### config.mk
export PLATFORM = sky130hd
export DESIGN_NAME = prefix_code_decoder
export DESIGN_NICKNAME = d
export VERILOG_FILES = /design/src/hw/rtl/pcd_pkg.sv /design/src/hw/rtl/pcd_cell.sv /design/src/hw/rtl/pcd_select.sv /design/src/hw/rtl/prefix_code_decoder.sv
export SDC_FILE = /design/constraint.sdc
export NUM_CORES = 2
export LEC_CHECK = 0
export BUFFER_PORTS_ARGS = -buffer_cell sky130_fd_sc_hd__buf_2
export CAP_MARGIN = 20
export CORE_AREA = 4 4 634 698
export DETAILED_ROUTE_END_ITERATION = 8
export DIE_AREA = 0 0 638 702
export GPL_TIMING_DRIVEN = 0
export PLACE_DENSITY = 0.36
export RECOVER_POWER = 100
export SETUP_SLACK_MARGIN = 0.05
export SYNTH_ARGS = -nofsm -noshare
export SYNTH_HDL_FRONTEND = slang
export SYNTH_SLANG_ARGS = --single-unit
### constraint.sdc
create_clock -name clk -period 18.2 [get_ports clk]
set_input_delay 1.82 -clock clk [delete_from_list [all_inputs] [get_ports clk]]
set_output_delay 1.82 -clock clk [all_outputs]
set_load 0.01 [all_outputs]
### src/hw/rtl/pcd_pkg.sv
package pcd_pkg;

    // table and code geometry
    localparam int TABLE_ENTRIES = 64;
    localparam int MAX_CODE_BITS = 16;
    localparam int SYMBOL_BITS   = 16;
    localparam int INDEX_W       = 6;
    localparam int CODE_W        = 16;
    localparam int LEN_W         = 5;
    localparam int KIND_W        = 2;
    localparam int STATUS_W      = 2;

    // word kinds
    localparam logic [KIND_W-1:0] KIND_LOAD = 2'd0;
    localparam logic [KIND_W-1:0] KIND_BIT  = 2'd1;
    localparam logic [KIND_W-1:0] KIND_END  = 2'd2;

    // result status codes
    localparam logic [STATUS_W-1:0] STATUS_SYMBOL     = 2'd0;
    localparam logic [STATUS_W-1:0] STATUS_NO_MATCH   = 2'd1;
    localparam logic [STATUS_W-1:0] STATUS_INCOMPLETE = 2'd2;

    // table write broadcast to every cell
    typedef struct packed {
        logic                   en;
        logic [INDEX_W-1:0]     index;
        logic [CODE_W-1:0]      code;
        logic [LEN_W-1:0]       length;
        logic [SYMBOL_BITS-1:0] symbol;
    } load_t;

    // pending code broadcast to every cell for the lookup
    typedef struct packed {
        logic [CODE_W-1:0] bits;
        logic [CODE_W-1:0] mask;
        logic [LEN_W-1:0]  count;
    } probe_t;

endpackage

### src/hw/rtl/pcd_cell.sv
module pcd_cell (
    input  logic                           clk,
    input  logic                           rst_n,
    input  logic [pcd_pkg::INDEX_W-1:0]    cell_index,
    input  pcd_pkg::load_t                 load,
    input  pcd_pkg::probe_t                probe,
    output logic                           match,
    output logic [pcd_pkg::SYMBOL_BITS-1:0] symbol
);
    import pcd_pkg::*;

    logic [CODE_W-1:0]      code_reg;
    logic [LEN_W-1:0]       length_reg;
    logic [SYMBOL_BITS-1:0] symbol_reg;
    logic                   write_hit;

    assign write_hit = load.en && (load.index == cell_index);

    // slot length, zero means empty
    always_ff @(posedge clk or negedge rst_n)
    begin
        if (!rst_n)
        begin
            length_reg <= '0;
        end
        else if (write_hit)
        begin
            length_reg <= load.length;
        end
    end

    // code and symbol of the slot
    always_ff @(posedge clk)
    begin
        if (write_hit)
        begin
            code_reg   <= load.code;
            symbol_reg <= load.symbol;
        end
    end

    // compare against the pending code, only its low count bits
    assign match = (length_reg != '0) && (length_reg == probe.count) &&
                   ((code_reg & probe.mask) == probe.bits);
    assign symbol = symbol_reg;

endmodule

### src/hw/rtl/pcd_select.sv
module pcd_select (
    input  logic [pcd_pkg::TABLE_ENTRIES-1:0] match,
    input  logic [pcd_pkg::SYMBOL_BITS-1:0]   cell_symbol [pcd_pkg::TABLE_ENTRIES],
    output logic                              any_match,
    output logic [pcd_pkg::SYMBOL_BITS-1:0]   symbol
);
    import pcd_pkg::*;

    logic [TABLE_ENTRIES-1:0] lowest;

    // isolate the lowest matching slot
    assign lowest    = match & (~match + 1'b1);
    assign any_match = |match;

    // and-or mux over the one-hot select
    always_comb
    begin
        symbol = '0;
        for (int i = 0; i < TABLE_ENTRIES; i++)
        begin
            symbol = symbol | (cell_symbol[i] & {SYMBOL_BITS{lowest[i]}});
        end
    end

endmodule

### src/hw/rtl/prefix_code_decoder.sv
// prefix code decoder: row of table cells matched against the pending code
// a result word is registered in the output register, or in the skid word while the output stalls
// input: one word per cycle while in_stall is low, one lookup per bit word
// a two-word output buffer lets input continue while a result waits
// reset clears every slot length (table empty), the pending code and the buffer
// code and symbol storage of a slot is not reset and is read only once loaded
module prefix_code_decoder (
    input  logic                               clk,
    input  logic                               rst_n,
    input  logic                               in_valid,
    output logic                               in_stall,
    input  logic [pcd_pkg::KIND_W-1:0]         kind,
    input  logic [pcd_pkg::INDEX_W-1:0]        entry_index,
    input  logic [pcd_pkg::CODE_W-1:0]         code_value,
    input  logic [pcd_pkg::LEN_W-1:0]          code_length,
    input  logic [pcd_pkg::SYMBOL_BITS-1:0]    symbol_in,
    input  logic                               code_bit,
    output logic                               out_valid,
    input  logic                               out_stall,
    output logic [pcd_pkg::SYMBOL_BITS-1:0]    symbol,
    output logic [pcd_pkg::STATUS_W-1:0]       status
);
    import pcd_pkg::*;

    localparam int MASK_W = CODE_W + 1;

    logic                     accept;
    load_t                    load;
    probe_t                   probe;
    logic [MASK_W-1:0]        mask_wide;

    logic [CODE_W-1:0]        pend_bits_reg, pend_bits_next;
    logic [LEN_W-1:0]         pend_count_reg, pend_count_next;

    logic [TABLE_ENTRIES-1:0] cell_match;
    logic [SYMBOL_BITS-1:0]   cell_symbol [TABLE_ENTRIES];
    logic                     any_match;
    logic [SYMBOL_BITS-1:0]   hit_symbol;

    logic                     res_valid;
    logic [SYMBOL_BITS-1:0]   res_symbol;
    logic [STATUS_W-1:0]      res_status;

    logic                     main_valid_reg, main_valid_next;
    logic [SYMBOL_BITS-1:0]   main_symbol_reg, main_symbol_next;
    logic [STATUS_W-1:0]      main_status_reg, main_status_next;
    logic                     skid_valid_reg, skid_valid_next;
    logic [SYMBOL_BITS-1:0]   skid_symbol_reg, skid_symbol_next;
    logic [STATUS_W-1:0]      skid_status_reg, skid_status_next;
    logic                     main_free;

    assign in_stall = skid_valid_reg;
    assign accept   = in_valid && !skid_valid_reg;

    // table write word
    assign load.en     = accept && (kind == KIND_LOAD);
    assign load.index  = entry_index;
    assign load.code   = code_value;
    assign load.length = code_length;
    assign load.symbol = symbol_in;

    // pending code with the new bit shifted in
    assign probe.count = pend_count_reg + 1'b1;
    assign mask_wide   = (MASK_W'(1) << probe.count) - 1'b1;
    assign probe.mask  = mask_wide[CODE_W-1:0];
    assign probe.bits  = {pend_bits_reg[CODE_W-2:0], code_bit} & probe.mask;

    // row of table cells
    for (genvar g = 0; g < TABLE_ENTRIES; g++)
    begin : g_cell
        pcd_cell u_cell (
            .clk        (clk),
            .rst_n      (rst_n),
            .cell_index (INDEX_W'(g)),
            .load       (load),
            .probe      (probe),
            .match      (cell_match[g]),
            .symbol     (cell_symbol[g])
        );
    end

    pcd_select u_select (
        .match       (cell_match),
        .cell_symbol (cell_symbol),
        .any_match   (any_match),
        .symbol      (hit_symbol)
    );

    // decode step: result and next pending code
    always_comb
    begin
        res_valid       = 1'b0;
        res_symbol      = '0;
        res_status      = STATUS_SYMBOL;
        pend_bits_next  = pend_bits_reg;
        pend_count_next = pend_count_reg;
        if (accept)
        begin
            case (kind)
                KIND_BIT:
                begin
                    if (any_match)
                    begin
                        res_valid       = 1'b1;
                        res_symbol      = hit_symbol;
                        res_status      = STATUS_SYMBOL;
                        pend_bits_next  = '0;
                        pend_count_next = '0;
                    end
                    else if (probe.count >= LEN_W'(MAX_CODE_BITS))
                    begin
                        res_valid       = 1'b1;
                        res_status      = STATUS_NO_MATCH;
                        pend_bits_next  = '0;
                        pend_count_next = '0;
                    end
                    else
                    begin
                        pend_bits_next  = probe.bits;
                        pend_count_next = probe.count;
                    end
                end
                KIND_END:
                begin
                    if (pend_count_reg != '0)
                    begin
                        res_valid       = 1'b1;
                        res_status      = STATUS_INCOMPLETE;
                        pend_bits_next  = '0;
                        pend_count_next = '0;
                    end
                end
                default:
                begin
                end
            endcase
        end
    end

    // output register plus skid word
    always_comb
    begin
        main_free        = !main_valid_reg || !out_stall;
        main_valid_next  = main_valid_reg;
        main_symbol_next = main_symbol_reg;
        main_status_next = main_status_reg;
        skid_valid_next  = skid_valid_reg;
        skid_symbol_next = skid_symbol_reg;
        skid_status_next = skid_status_reg;
        if (main_free)
        begin
            if (skid_valid_reg)
            begin
                main_valid_next  = 1'b1;
                main_symbol_next = skid_symbol_reg;
                main_status_next = skid_status_reg;
                skid_valid_next  = 1'b0;
            end
            else
            begin
                main_valid_next  = res_valid;
                main_symbol_next = res_symbol;
                main_status_next = res_status;
            end
        end
        else if (res_valid)
        begin
            skid_valid_next  = 1'b1;
            skid_symbol_next = res_symbol;
            skid_status_next = res_status;
        end
    end

    // control registers
    always_ff @(posedge clk or negedge rst_n)
    begin
        if (!rst_n)
        begin
            pend_bits_reg  <= '0;
            pend_count_reg <= '0;
            main_valid_reg <= 1'b0;
            skid_valid_reg <= 1'b0;
        end
        else
        begin
            pend_bits_reg  <= pend_bits_next;
            pend_count_reg <= pend_count_next;
            main_valid_reg <= main_valid_next;
            skid_valid_reg <= skid_valid_next;
        end
    end

    // result payload registers
    always_ff @(posedge clk)
    begin
        main_symbol_reg <= main_symbol_next;
        main_status_reg <= main_status_next;
        skid_symbol_reg <= skid_symbol_next;
        skid_status_reg <= skid_status_next;
    end

    assign out_valid = main_valid_reg;
    assign symbol    = main_symbol_reg;
    assign status    = main_status_reg;

endmodule
==> run summary <==
Status = finished, violations left
Failing checks = capacitance limit, slew limit
Worst skew pair latency = 0.94 ns
Vias/cell = 5.14
Post-Synth XOR/XNOR Area = 10.5%
Mapped Nets = 7565
Worst Path Arrival = 17.87 ns
Gpl congestion = 0.889
Critical path endpoint category = flip-flop
Initial DRC count = 7869
Unrepaired setup endpoints after global routing = false
Die height = 702 microns
Slowest cell delay on critical path = 1.45 ns
Synth Area in Adders = 0.104%
Clk_skew = 0.0632 ns
Pre-Repair DR Iteration Count = 7
Clk pin slew, worst setup/hold paths = 0.06 ns
Final Power = 16.0 mW
Synth top area share = 57.7%
Required @ worst endpoint = 18.94 ns
Async set-reset flop share out of synthesis = 14.1%
CTS tree = done
Total congestion overflow = 0
Post-CTS resize count = 0
All-Layer GR Usage = 22.0%
P_leak = 44.1 nW
CTS buffer count = 302
Setup TNS = 0 ns
Max-cap violations = 138
Unique cell type count in the Yosys netlist = 138
Io pins = 70
Crit path max-delay cell type = nor3b_1
Most frequent cell after synthesis = edfxtp_1
Fin. Hold Viols = 0
Clock buffer depth = 4
Final HPWL DP = 369000 microns
Top_reg_cell synth = edfxtp_1
Crit path kind = flip-flop to flip-flop
Post-Route WL = 512000 microns
First-pass GRT wire length = 675000 microns
Rel. slew slack = -307%
Root Driver = clkbuf_16
Mean area per synthesized cell = 14.5 sq um
Layout cells sized above 1 = 14.7%
Largest net degree at the start of global routing = 98
Top cell type by total area after synthesis = edfxtp_1
Ys Warns = 0
Hold crit path type = flip-flop to flip-flop
Via count = 72800
CP startpoint kind = flip-flop
EDFF count, synth = 2084
Placement Rows = 254
Post-synthesis simple-gate area fraction = 7.70%
Most frequent cells after synthesis = edfxtp_1 (2084), xor2_1 (658), xnor2_1 (626), nand2_1 (348), dfrtp_1 (342)
Fin crit share = 94.1%
Syn Std Cell Area = 109000 sq um
Cell repeated most along the worst path = clkbuf_1
Total Die Area = 448000 sq um
Pre-CTS WS = 1.99 ns
Buffers on Ports = 64
Setup Fix Bufs, Post-CTS = 0
Mux share of post-synthesis cell area = 3.60%
Largest family of logic cells by synthesized area = XOR/XNOR gates
Final setup fails = 0
Core area = 435000 sq um
Core Util, Final = 29.3%
Dominant cells by area after synthesis = edfxtp_1 (58%), dfrtp_1 (7.9%), xor2_1 (5.3%)
Setup ws final = 1.07 ns
Layout Nets = 8186
Initial Util = 24.9%
Number of remaining DRC errors = 0
Area added between synthesis and finish = 17.5%
Worst Max-Slew Pin Slew = 6.11 ns
Fmax = 0.0584 GHz
Power Density = 125 nW/um^2
Number of synthesized register bits = 2426
Crit-path max FO = 10
Register area share after synthesis = 65.6%
Clock Sinks = 2426
H-Tree Depth = 5
Max Slew Vio Count = 4206
Fillers = 43800
Final ANT Viol Nets = 0
Hold_buf cts = 0
Initial antenna violation count = 29
Die width = 638 microns
Gate Count Post-Synth = 7506
Routed len/inst = 36.1 microns
Vias in the first global route = 70700
Min Tclk post-route = 17.13 ns
Compound-cell area share of the yosys netlist = 10.2%
VDD IR max = 78.4 uV
-- kinds of logic after synthesis --
group / after synthesis
xor gates and xnor gates: 1293
AOI/OAI and AO/OA: 1393
muxes: 349
buffers and inverters: 515
and+or+nand+nor: 1521
adders and majority gates: 9
DFF: 2426
-- through the flow --
step / area [sq um] / hold WS, ns / cells
after floorplan: 109000 / 0.495 / 7506
after global placement: 116000 / 0.506 / 13300
after detailed placement: 121000 / 0.514 / 13600
after CTS: 130000 / 0.528 / 14100
after global routing: 127000 / 0.546 / 14200
final: 128000 / 0.525 / 14200
-- area by class of cell --
cell class | count | area (sq um) | area share, %
Sequential cell | 2426 | 71100 | 55.8
Multi-Input combinational cell | 4565 | 35200 | 27.6
Clock buffer | 412 | 8350 | 6.55
Tap cell | 5760 | 7210 | 5.65
Buffer | 440 | 2180 | 1.71
Timing Repair Buffer | 317 | 2110 | 1.65
Clock inverter | 132 | 953 | 0.748
Inverter | 75 | 283 | 0.222
Antenna cell | 42 | 105 | 0.0824
-- report_power, final --
part           internal (mW)  switching, mW
combinational          0.993           2.97
clock                   3.37           2.47
sequential              6.11         0.0466
-- cells in the final DEF (no fill, tap or decap), types with 119 or more instances in the layout --
master / Yosys / layout
a21oi_1: 120 / 119
xor2_1: 658 / 658
nor2_1: 300 / 295
clkbuf_1: 160 / 425
mux2_2: 326 / 324
nand2_1: 348 / 348
xnor2_1: 626 / 626
buf_2: 163 / 193
edfxtp_1: 2084 / 2084
clkbuf_16: 0 / 313
dfrtp_1: 342 / 342
a22oi_1: 232 / 232
-- worst max-delay path, delay by kind of cell (launching register included) --
family	cells	cell delay [ns]
flip-flops	1	0.48
AO/OA/AOI/OAI	4	1.53
adder cells (fa/ha/maj)	2	0.82
buffers and inverters	16	8.66
AND/OR/NAND/NOR	10	5.27
-- metal layers --
layer | GRT usage [%] | vias to the layer above | share of wire [%]
met1 | 29.3 | 39100 | 43
met4 | 6.82 | 0 | 3.7
met2 | 37.8 | 2573 | 49
met3 | 2.14 | 615 | 4.6
li1 | - | 30600 | -
met5 | 0 | - | 0
-- worst paths after layout --
kind	start	endpoint	slack, ns	cells past startpoint
worst max register to register	pend_count_reg[0]$_DFFE_PN0P_	pend_bits_reg[10]$_DFFE_PN0P_	1.07	32
min in group asynchronous	rst_n	g_cell[58].u_cell.length_reg[0]$_DFFE_PN0P_	3.12	1
worst min-delay path	skid_symbol_reg[2]$_DFFE_PP_	symbol[2]$_DFFE_PN_	0.53	1
max in group asynchronous	rst_n	g_cell[0].u_cell.length_reg[2]$_DFFE_PN0P_	5.07	3
worst min register to register	skid_symbol_reg[2]$_DFFE_PP_	symbol[2]$_DFFE_PN_	0.53	1
worst max-delay path	pend_count_reg[0]$_DFFE_PN0P_	pend_bits_reg[10]$_DFFE_PN0P_	1.07	32
(Power assumes the default switching activity.)
